==> src/design/stb_pkg.sv <==
// Shared constants for the software timer bank: bank size, field widths
// and item kind codes. No dependencies.
`timescale 1ns / 1ps

package stb_pkg;

  localparam int TIMER_COUNT = 16;
  localparam int ADDR_W      = (TIMER_COUNT > 1) ? $clog2(TIMER_COUNT) : 1;

  localparam int KIND_W  = 3;
  localparam int INDEX_W = 4;
  localparam int DELAY_W = 16;
  localparam int DELTA_W = 8;
  localparam int STAMP_W = 32;
  localparam int ENTRY_W = STAMP_W + DELAY_W;

  // index widened far enough to compare against bank sizes up to 511
  localparam int IDX_EXT_W = 9;

  localparam logic [KIND_W-1:0] KIND_TICK      = 3'd0;
  localparam logic [KIND_W-1:0] KIND_START     = 3'd1;
  localparam logic [KIND_W-1:0] KIND_RESET     = 3'd2;
  localparam logic [KIND_W-1:0] KIND_TIMEOUT   = 3'd3;
  localparam logic [KIND_W-1:0] KIND_STOPWATCH = 3'd4;

endpackage

==> src/design/stb_ram.sv <==
// Generic single-clock RAM: one write port, one read port, registered read.
// No dependencies.
`timescale 1ns / 1ps

module stb_ram #(
  parameter int WIDTH = 8,
  parameter int DEPTH = 16
) (
  input  logic                                          clk,
  input  logic                                          we,
  input  logic [((DEPTH > 1) ? $clog2(DEPTH) : 1)-1:0]  waddr,
  input  logic [WIDTH-1:0]                              wdata,
  input  logic                                          re,
  input  logic [((DEPTH > 1) ? $clog2(DEPTH) : 1)-1:0]  raddr,
  output logic [WIDTH-1:0]                              rdata
);

  logic [WIDTH-1:0] mem [DEPTH];

  always_ff @(posedge clk) begin
    if (we) begin
      mem[waddr] <= wdata;
    end
    if (re) begin
      rdata <= mem[raddr];
    end
  end

endmodule

==> src/design/software_timer_bank.sv <==
// Top level of the software timer bank with stopwatch.
// Depends on stb_pkg and stb_ram (start stamp and delay per timer).
`timescale 1ns / 1ps
//
// Usage:
//   Command channel: drive kind, timer_index, delay and tick_delta with start
//   high; the beat is taken at a rising edge where busy is low.
//   Result channel: done is high for exactly one cycle, registered from busy,
//   with timed_out and elapsed valid in that cycle. Every command gives one
//   result; the receiver cannot stall it.
//   A new command is not taken while busy is high; busy is high for the
//   cycle in which the stamp and delay read from the timer RAM (registered
//   read) are compared and answered.
//   Start, reset and tick take effect at the accepting edge; the expired
//   flag set by a timeout query is written on the edge that raises done.
//   Reset: rst clears the time of day, all running and expired flags, busy
//   and done. The timer RAM is not cleared; an entry is used only for a
//   running timer, which a start has written.
//   Indexes at or beyond the bank size and kinds 5 to 7 change nothing and
//   answer zero.

module software_timer_bank (
  input  logic                              clk,
  input  logic                              rst,
  input  logic                              start,
  output logic                              busy,
  input  logic [stb_pkg::KIND_W-1:0]        kind,
  input  logic [stb_pkg::INDEX_W-1:0]       timer_index,
  input  logic [stb_pkg::DELAY_W-1:0]       delay,
  input  logic [stb_pkg::DELTA_W-1:0]       tick_delta,
  output logic                              done,
  output logic                              timed_out,
  output logic signed [stb_pkg::STAMP_W-1:0] elapsed
);

  logic [stb_pkg::STAMP_W-1:0]   now_ms;
  logic [stb_pkg::TIMER_COUNT-1:0] running;
  logic [stb_pkg::TIMER_COUNT-1:0] expired;

  logic [stb_pkg::IDX_EXT_W-1:0] idx_ext;
  logic [stb_pkg::ADDR_W-1:0]    addr;
  logic                          idx_ok;
  logic                          accept;
  logic                          arm;

  logic [stb_pkg::KIND_W-1:0]    op_kind;
  logic [stb_pkg::ADDR_W-1:0]    op_addr;
  logic                          op_ok;
  logic                          op_running;
  logic                          op_expired;

  logic [stb_pkg::ENTRY_W-1:0]   rd_entry;
  logic [stb_pkg::STAMP_W-1:0]   rd_stamp;
  logic [stb_pkg::DELAY_W-1:0]   rd_delay;
  logic [stb_pkg::STAMP_W-1:0]   span;
  logic                          reached;
  logic                          to_next;
  logic [stb_pkg::STAMP_W-1:0]   el_next;
  logic                          set_expired;

  assign idx_ext = {{(stb_pkg::IDX_EXT_W - stb_pkg::INDEX_W){1'b0}}, timer_index};
  assign addr    = idx_ext[stb_pkg::ADDR_W-1:0];
  assign idx_ok  = idx_ext < stb_pkg::IDX_EXT_W'(stb_pkg::TIMER_COUNT);
  assign accept  = start && !busy;
  assign arm     = accept && idx_ok && (kind == stb_pkg::KIND_START) && !running[addr];

  stb_ram #(
    .WIDTH(stb_pkg::ENTRY_W),
    .DEPTH(stb_pkg::TIMER_COUNT)
  ) u_entry_ram (
    .clk  (clk),
    .we   (arm),
    .waddr(addr),
    .wdata({now_ms, delay}),
    .re   (accept),
    .raddr(addr),
    .rdata(rd_entry)
  );

  assign rd_stamp = rd_entry[stb_pkg::ENTRY_W-1:stb_pkg::DELAY_W];
  assign rd_delay = rd_entry[stb_pkg::DELAY_W-1:0];
  assign span     = now_ms - rd_stamp;
  assign reached  = span >= {{(stb_pkg::STAMP_W - stb_pkg::DELAY_W){1'b0}}, rd_delay};

  always_comb begin
    to_next     = 1'b0;
    el_next     = '0;
    set_expired = 1'b0;
    if (op_ok) begin
      case (op_kind)
        stb_pkg::KIND_TIMEOUT: begin
          if (op_expired) begin
            to_next = 1'b1;
          end else if (op_running && reached) begin
            to_next     = 1'b1;
            set_expired = 1'b1;
          end
        end
        stb_pkg::KIND_STOPWATCH: begin
          if (op_running) begin
            el_next = span;
          end
        end
        default: begin
        end
      endcase
    end
  end

  // command beat: hold item for the answer cycle
  always_ff @(posedge clk) begin
    if (accept) begin
      op_kind    <= kind;
      op_addr    <= addr;
      op_ok      <= idx_ok;
      op_running <= running[addr];
      op_expired <= expired[addr];
    end
  end

  always_ff @(posedge clk) begin
    if (rst) begin
      busy    <= 1'b0;
      done    <= 1'b0;
      now_ms  <= '0;
      running <= '0;
      expired <= '0;
    end else begin
      busy <= accept;
      done <= busy;
      if (accept && (kind == stb_pkg::KIND_TICK)) begin
        now_ms <= now_ms + {{(stb_pkg::STAMP_W - stb_pkg::DELTA_W){1'b0}}, tick_delta};
      end
      if (arm) begin
        running[addr] <= 1'b1;
        expired[addr] <= 1'b0;
      end
      if (accept && idx_ok && (kind == stb_pkg::KIND_RESET)) begin
        running[addr] <= 1'b0;
        expired[addr] <= 1'b0;
      end
      if (busy && set_expired) begin
        expired[op_addr] <= 1'b1;
      end
    end
  end

  always_ff @(posedge clk) begin
    if (busy) begin
      timed_out <= to_next;
      elapsed   <= el_next;
    end
  end

  // each accepted beat is answered by done, which is registered from busy
  a_done_follows: assert property (@(posedge clk) disable iff (rst)
    (start && !busy) |=> ##1 done)
    else $error("result strobe missing after command beat");

  a_done_has_cmd: assert property (@(posedge clk) disable iff (rst)
    done |-> $past(busy))
    else $error("result strobe without command in flight");

  a_busy_one: assert property (@(posedge clk) disable iff (rst)
    busy |=> !busy)
    else $error("busy held longer than one cycle");

  a_expired_running: assert property (@(posedge clk) disable iff (rst)
    (busy && set_expired) |-> op_running)
    else $error("expired set on an idle timer");

endmodule
==> config.mk <==
export PLATFORM = sky130hd
export DESIGN_NAME = software_timer_bank
export DESIGN_NICKNAME = d
export VERILOG_FILES = /design/src/design/stb_pkg.sv /design/src/design/stb_ram.sv /design/src/design/software_timer_bank.sv
export SDC_FILE = /design/constraint.sdc
export NUM_CORES = 1
export LEC_CHECK = 0
export BUFFER_PORTS_ARGS = -buffer_cell sky130_fd_sc_hd__buf_2
export CORE_MARGIN = 2
export CORE_UTILIZATION = 23
export DETAILED_ROUTE_END_ITERATION = 6
export MAX_ROUTING_LAYER = met4
export PLACE_DENSITY_LB_ADDON = 0.1
export SKIP_CTS_REPAIR_TIMING = 1
export SYNTH_ARGS = -nofsm -noshare
export SYNTH_HDL_FRONTEND = slang
export SYNTH_HIERARCHICAL = 1
export SYNTH_SLANG_ARGS = --single-unit
==> constraint.sdc <==
create_clock -name clk -period 12.15 [get_ports clk]
set_clock_uncertainty 0.05 [all_clocks]
set_input_delay 2.43 -clock clk [delete_from_list [all_inputs] [get_ports clk]]
set_output_delay 2.43 -clock clk [all_outputs]
set_load 0.02 [all_outputs]
# Word level (Yosys, flattened, before mapping)

Memory sizes are Yosys's and may differ from the RTL's. A register that Yosys moved wholly into a read port is not among the register bits.
Index checks and enable logic that the tools add are counted.

Multiplexer cells: 23
Reductions and logical operators: 15
Equality and inequality tests: 4
Magnitude comparators: 6
Bitwise operators: 6
Add/sub/neg operators: 2

Operator list:

| operator                                                           | number |
|---|---|
| two-way mux 16 bit                                                 | 8 |
| AND 16 bit                                                         | 3 |
| adder 32 x 8 -> 32 bit                                             | 1 |
| greater-or-equal comparator 32 x 16 -> 1 bit                       | 1 |
| bitwise OR 16 bit                                                  | 2 |
| subtractor 32 bit                                                  | 1 |
| NOT 16 bit                                                         | 1 |
| less-than comparator 4 x 5 -> 1 bit (second input constant)        | 3 |
| two-way mux 1 bit                                                  | 11 |
| logical AND 1 bit                                                  | 10 |
| binary-select mux 1 bit (select 4 bit)                             | 2 |
| demux 1 bit (select 4 bit)                                         | 2 |
| greater-or-equal comparator 4 x 1 -> 1 bit (second input constant) | 2 |
| equality test 3 x 2 -> 1 bit (second input constant)               | 2 |
| equality test 3 x 1 -> 1 bit (second input constant)               | 1 |
| equality test 3 bit (second input constant)                        | 1 |
| zero test 3 bit                                                    | 1 |
| AND reduction 3 bit                                                | 1 |
| zero test 1 bit                                                    | 2 |
| AND reduction 2 bit                                                | 1 |

Flip-flop bits (word level): 109
Memories: 1
Bits of input ports: 34
Bits in writable memories: 768

Memory list:

| name            | depth | width | rd ports | clocked after Yosys merged registers in | write ports | line          | source |
|---|---|---|---|---|---|---|---|
| u_entry_ram.mem | 16    | 48    | 1        | 1                                       | 1           | stb_ram.sv:18 | `logic [WIDTH-1:0] mem [DEPTH];` |

# Depth between registers and ports, before layout

Depth after elaboration: 13
Gate-level depth with buffers: 19
Depth with buffers taken out: 17

# By module

Netlist, hierarchy kept.

Modules (own cells, without submodules):

| module              | times used | sequential area each (um^2) | cells an instance | area each (um^2) |
|---|---|---|---|---|
| stb_ram             | 1          | 24503.5                     | 1242              | 30171.4 |
| software_timer_bank | 1          | 2582.5                      | 864               | 7480.9 |

# Worst setup path before layout

OpenSTA, ideal clock, no wires.

Kind: input-to-reg
Start: input timer_index[0] (netlist bit)
End: memory u_entry_ram/mem[0][0] (netlist bit) (enable)
Required time: 11.587 ns
Data arrival time: 8.155 ns
Buffers on the path: 2
Path slack: 3.432 ns
Library setup time: 0.513 ns
Stages: 8
Cells stage by stage: buf_2 mux4_2 mux4_2 or4b_1 buf_2 inv_1 or3b_2 nor3_1

Word-level cells in the longest chain between the ends: 6
Elaborated cells on any way between the ends: 9

RTL lines:

| what                                                                                                 | line                                                 | source |
|---|---|---|
| start, declared                                                                                      | software_timer_bank.sv:28                            | `input logic [stb_pkg::INDEX_W-1:0] timer_index,` |
| binary-select mux 1 bit (select 4 bit) / less-than comparator 4 x 5 -> 1 bit (equally long branches) | software_timer_bank.sv:65, software_timer_bank.sv:63 |  |
| two-way mux 1 bit (not written as such) / logical AND 1 bit (equally long branches)                  | software_timer_bank.sv:65                            | `assign arm = accept && idx_ok && (kind == stb_pkg::KIND_START) && !running[addr];` |
| zero test 1 bit / logical AND 1 bit (equally long branches)                                          | software_timer_bank.sv:65                            |  |
| logical AND 1 bit *                                                                                  | software_timer_bank.sv:65                            |  |
| via arm                                                                                              | software_timer_bank.sv:44                            | `logic arm;` |
| two-way mux 1 bit *                                                                                  | stb_ram.sv:21                                        | `if (we) begin` |
| two-way mux 1 bit (not written as such) *                                                            | stb_ram.sv:22                                        | `mem[waddr] <= wdata;` |
| end, declared                                                                                        | stb_ram.sv:18                                        |  |

Mark *: on every way through the listed nets, which the timed path passes. The rest lies on a longest branch. The select of a mux whose other input is x is not followed.

# Worst setup path after layout

Start: input timer_index[0] (netlist bit)
End: memory u_entry_ram/mem[14][17] (netlist bit) (enable)

The elaborated chain is that of the path after synthesis.

==> metrics.csv <==
metric;value;unit
Worst R2R Start;now_ms[4]$_SDFFE_PP0P_;
async set-reset flop share out of synthesis;0;
CTS tree;built;
pin count of the biggest net entering global routing;124;
CP dominant cell by count;mux4_2;
hold path endpoint;running[9]$_SDFF_PP0_;
core region area;163000;µm²
CP Data Arrival Time;7.21;ns
critical path peak fanout;68;
Post-synth EDFFs;858;
# H-tree levels;3;
Fin Setup TNS;0;ns
CP startpoint kind;input port;
full die area;167000;µm²
Syn. warnings;6;
First-pass DRT Iterations;5;
hold violation total from the final report;0;
final worst slack;5.25;ns
num rows;148;
flop2flop setup slack;6.15;ns
Post-Place Setup Slack;4.41;ns
CP endpoint kind;flop;
fillers;16400;
share of cells above drive strength 1;0.219;
CTS max path bufs;3;
XOR/XNOR Fraction of Synth Area;0.0102;
Die Y;409;µm
Tot GR Track Use;0.141;
worst-skew pair later-pin latency;0.73;ns
wire length of the first global-routing pass;163;mm
antenna violations before repair;12;
commonest cells after routing, fill and taps aside;edfxtp_1 (858), mux4_2 (202), nand2_1 (117), clkbuf_16 (107), a22oi_1 (96);
max cap viols;0;
hpwl dp;70.0;mm
FF-to-FF End;expired[15]$_SDFF_PP0_;
commonest non-fill, non-tap cell in the layout;edfxtp_1;
LEAKAGE;13.5;nW
max_slew headroom;0.214;
Post-Synth Adder-Cell Area;0.0193;
fin nets;2317;
vias per cell;4.51;
synth unique cells;77;
Max Freq;145;MHz
hold path cells;2;
number of global-route vias before repair;21200;
initial DRC count;1486;
initial core utilization;0.232;
Routability Congestion;0.759;
clk sinks;924;
post-synthesis sequential area ratio;0.719;
Synth Area in Simple Gates;0.0455;
P&R area growth vs syn;17.2;%
drt drc;0;
Post-Synthesis Cells;2106;
Synth Net Count;2197;
ANT nets after route;0;
period utilisation layout;0.568;
WL/cell;25.7;µm
Chip Width;409;µm
worst hold start;running[9]$_SDFF_PP0_;
CP max stage delay;0.99;ns
num ports;69;
largest family of logic cells by synthesized area;multiplexers;
CTS buffer count;106;
worst vdd ir;0.110;mV
CP Cell Sequence;buf_8 > mux4_2 > mux4_2 > or4b_1 > inv_1 > nand3_1 > nor2_4 > buf_4;
critical path depth in cells;8;
Worst EP required;12.45;ns
CTS Root Cell;clkbuf_16;
RSZ-0062 raised after global routing;no;
port bufs;68;
Compound-Gate Fraction of Synth Area;0.0616;
multiplexer area fraction after synthesis;0.123;
Worst Tran Pin Value;1.18;ns
R2R cell count;16;
max-slew violations;0;
Hold WC Path Type;reg -> reg;
Top FF cell, synth;edfxtp_1;
CP Buf/Inv Count;3;
P per Cell Area;156;nW/µm²
clock-pin slew on the worst setup and hold paths;0.06;ns
Top Family by Delay on Critical Path;simple AND/OR/NAND/NOR gates;
minimum clock period;6.90;ns
CP Class;in -> reg;
setup violators final;0;
synthesized flop and latch total;924;
synthesized cell area;37700;µm²
Syn Area/Cell;17.9;µm²
GRT overflow;0;
vias;20200;
Routed Wire Length;115;mm
slowest cell on the critical path;nor2_4;
outcome;complete, no violations;
[state kept, by name, indices dropped and copies added, names as in the netlist]
signal,cells
busy,1
done,1
elapsed,32
expired,16
now_ms,32
op_addr,4
op_expired,1
op_kind,3
op_running,1
running,16
timed_out,1
u_entry_ram/mem,768
u_entry_ram/rdata,48
[synthesized netlist by cell type (all sizes together) (8+ instances only)]
cell	number	area, µm²
edfxtp	858	25800
mux4	202	4550
nand2	117	439
nor2	108	405
a22oi	96	721
a21oi	84	420
inv	76	285
dfxtp	66	1320
clkbuf	56	211
ha	55	688
buf	49	284
xnor2	39	342
o21ai	32	160
a211oi	24	180
nor3	22	115
nand3	20	100
a21o	19	143
and4	15	131
a41o	13	133
nand4	13	87.6
nand2b	11	68.8
a2111oi	9	85.1
nor2b	9	56.3
nor4	9	56.3
mux2i	8	80.1
[power by group]
group	switching (mW)	internal, mW	leakage, nW
Clock	1.32	1.76	1.64
Combinational	0.223	0.107	4.07
Sequential	0.0199	3.48	7.83
[cells by family after synthesis]
family          after synthesis
simple gates                358
flops                       924
fa+ha+maj                    57
mux                         211
xor+xnor                     44
compound gates              331
buf+inv                     181
[tightest hold or removal path: stages (launching register included)]
cell and delay (ns):
dfxtp_1 0.31, a21oi_1 0.11, a211oi_1 0.05
[routing by layer]
layer | track usage | up-vias | wire length, µm
li1 | - | 8780 | -
met1 | 0.192 | 10900 | 54100
met2 | 0.222 | 459 | 54100
met3 | 0.0223 | 154 | 4540
met4 | 0.0341 | 0 | 2510
met5 | - | - | 0
[through the flow]
stage	cells	cell area (µm²)	hold slack (ns)	utilization	total power, mW
floorplan	2106	37700	0.413	-	3.75
global placement	4293	40800	0.438	0.251	3.90
detailed placement	4293	40800	0.451	0.251	3.90
CTS	4490	44100	0.465	0.271	7.03
global route	4491	44100	0.480	0.271	7.17
finish	4494	44100	0.473	0.271	6.90
[area by class of cell]
class	count	area, µm²	share of cell area
tap	2175	2720	0.0617
clock buffer	135	2790	0.0633
timing repair buffer	117	753	0.0171
antenna	4	10.0	0.000227
multi-input combinational	1001	9930	0.225
sequential	924	27100	0.614
inverter	76	287	0.00649
clock inverter	62	562	0.0127
[worst max path at each step]
stage | startpoint | endpoint | slack [ns]
floorplan | timer_index[0] | u_entry_ram/mem[0][0]$_DFFE_PP_ | 3.43
global placement | timer_index[0] | u_entry_ram/mem[14][23]$_DFFE_PP_ | 4.47
detailed placement | timer_index[0] | u_entry_ram/mem[14][18]$_DFFE_PP_ | 4.41
CTS | timer_index[0] | u_entry_ram/mem[14][18]$_DFFE_PP_ | 5.21
global route | timer_index[0] | u_entry_ram/mem[14][18]$_DFFE_PP_ | 5.01
finish | timer_index[0] | u_entry_ram/mem[14][17]$_DFFE_PP_ | 5.25
Power figures use the tool's default switching activity.
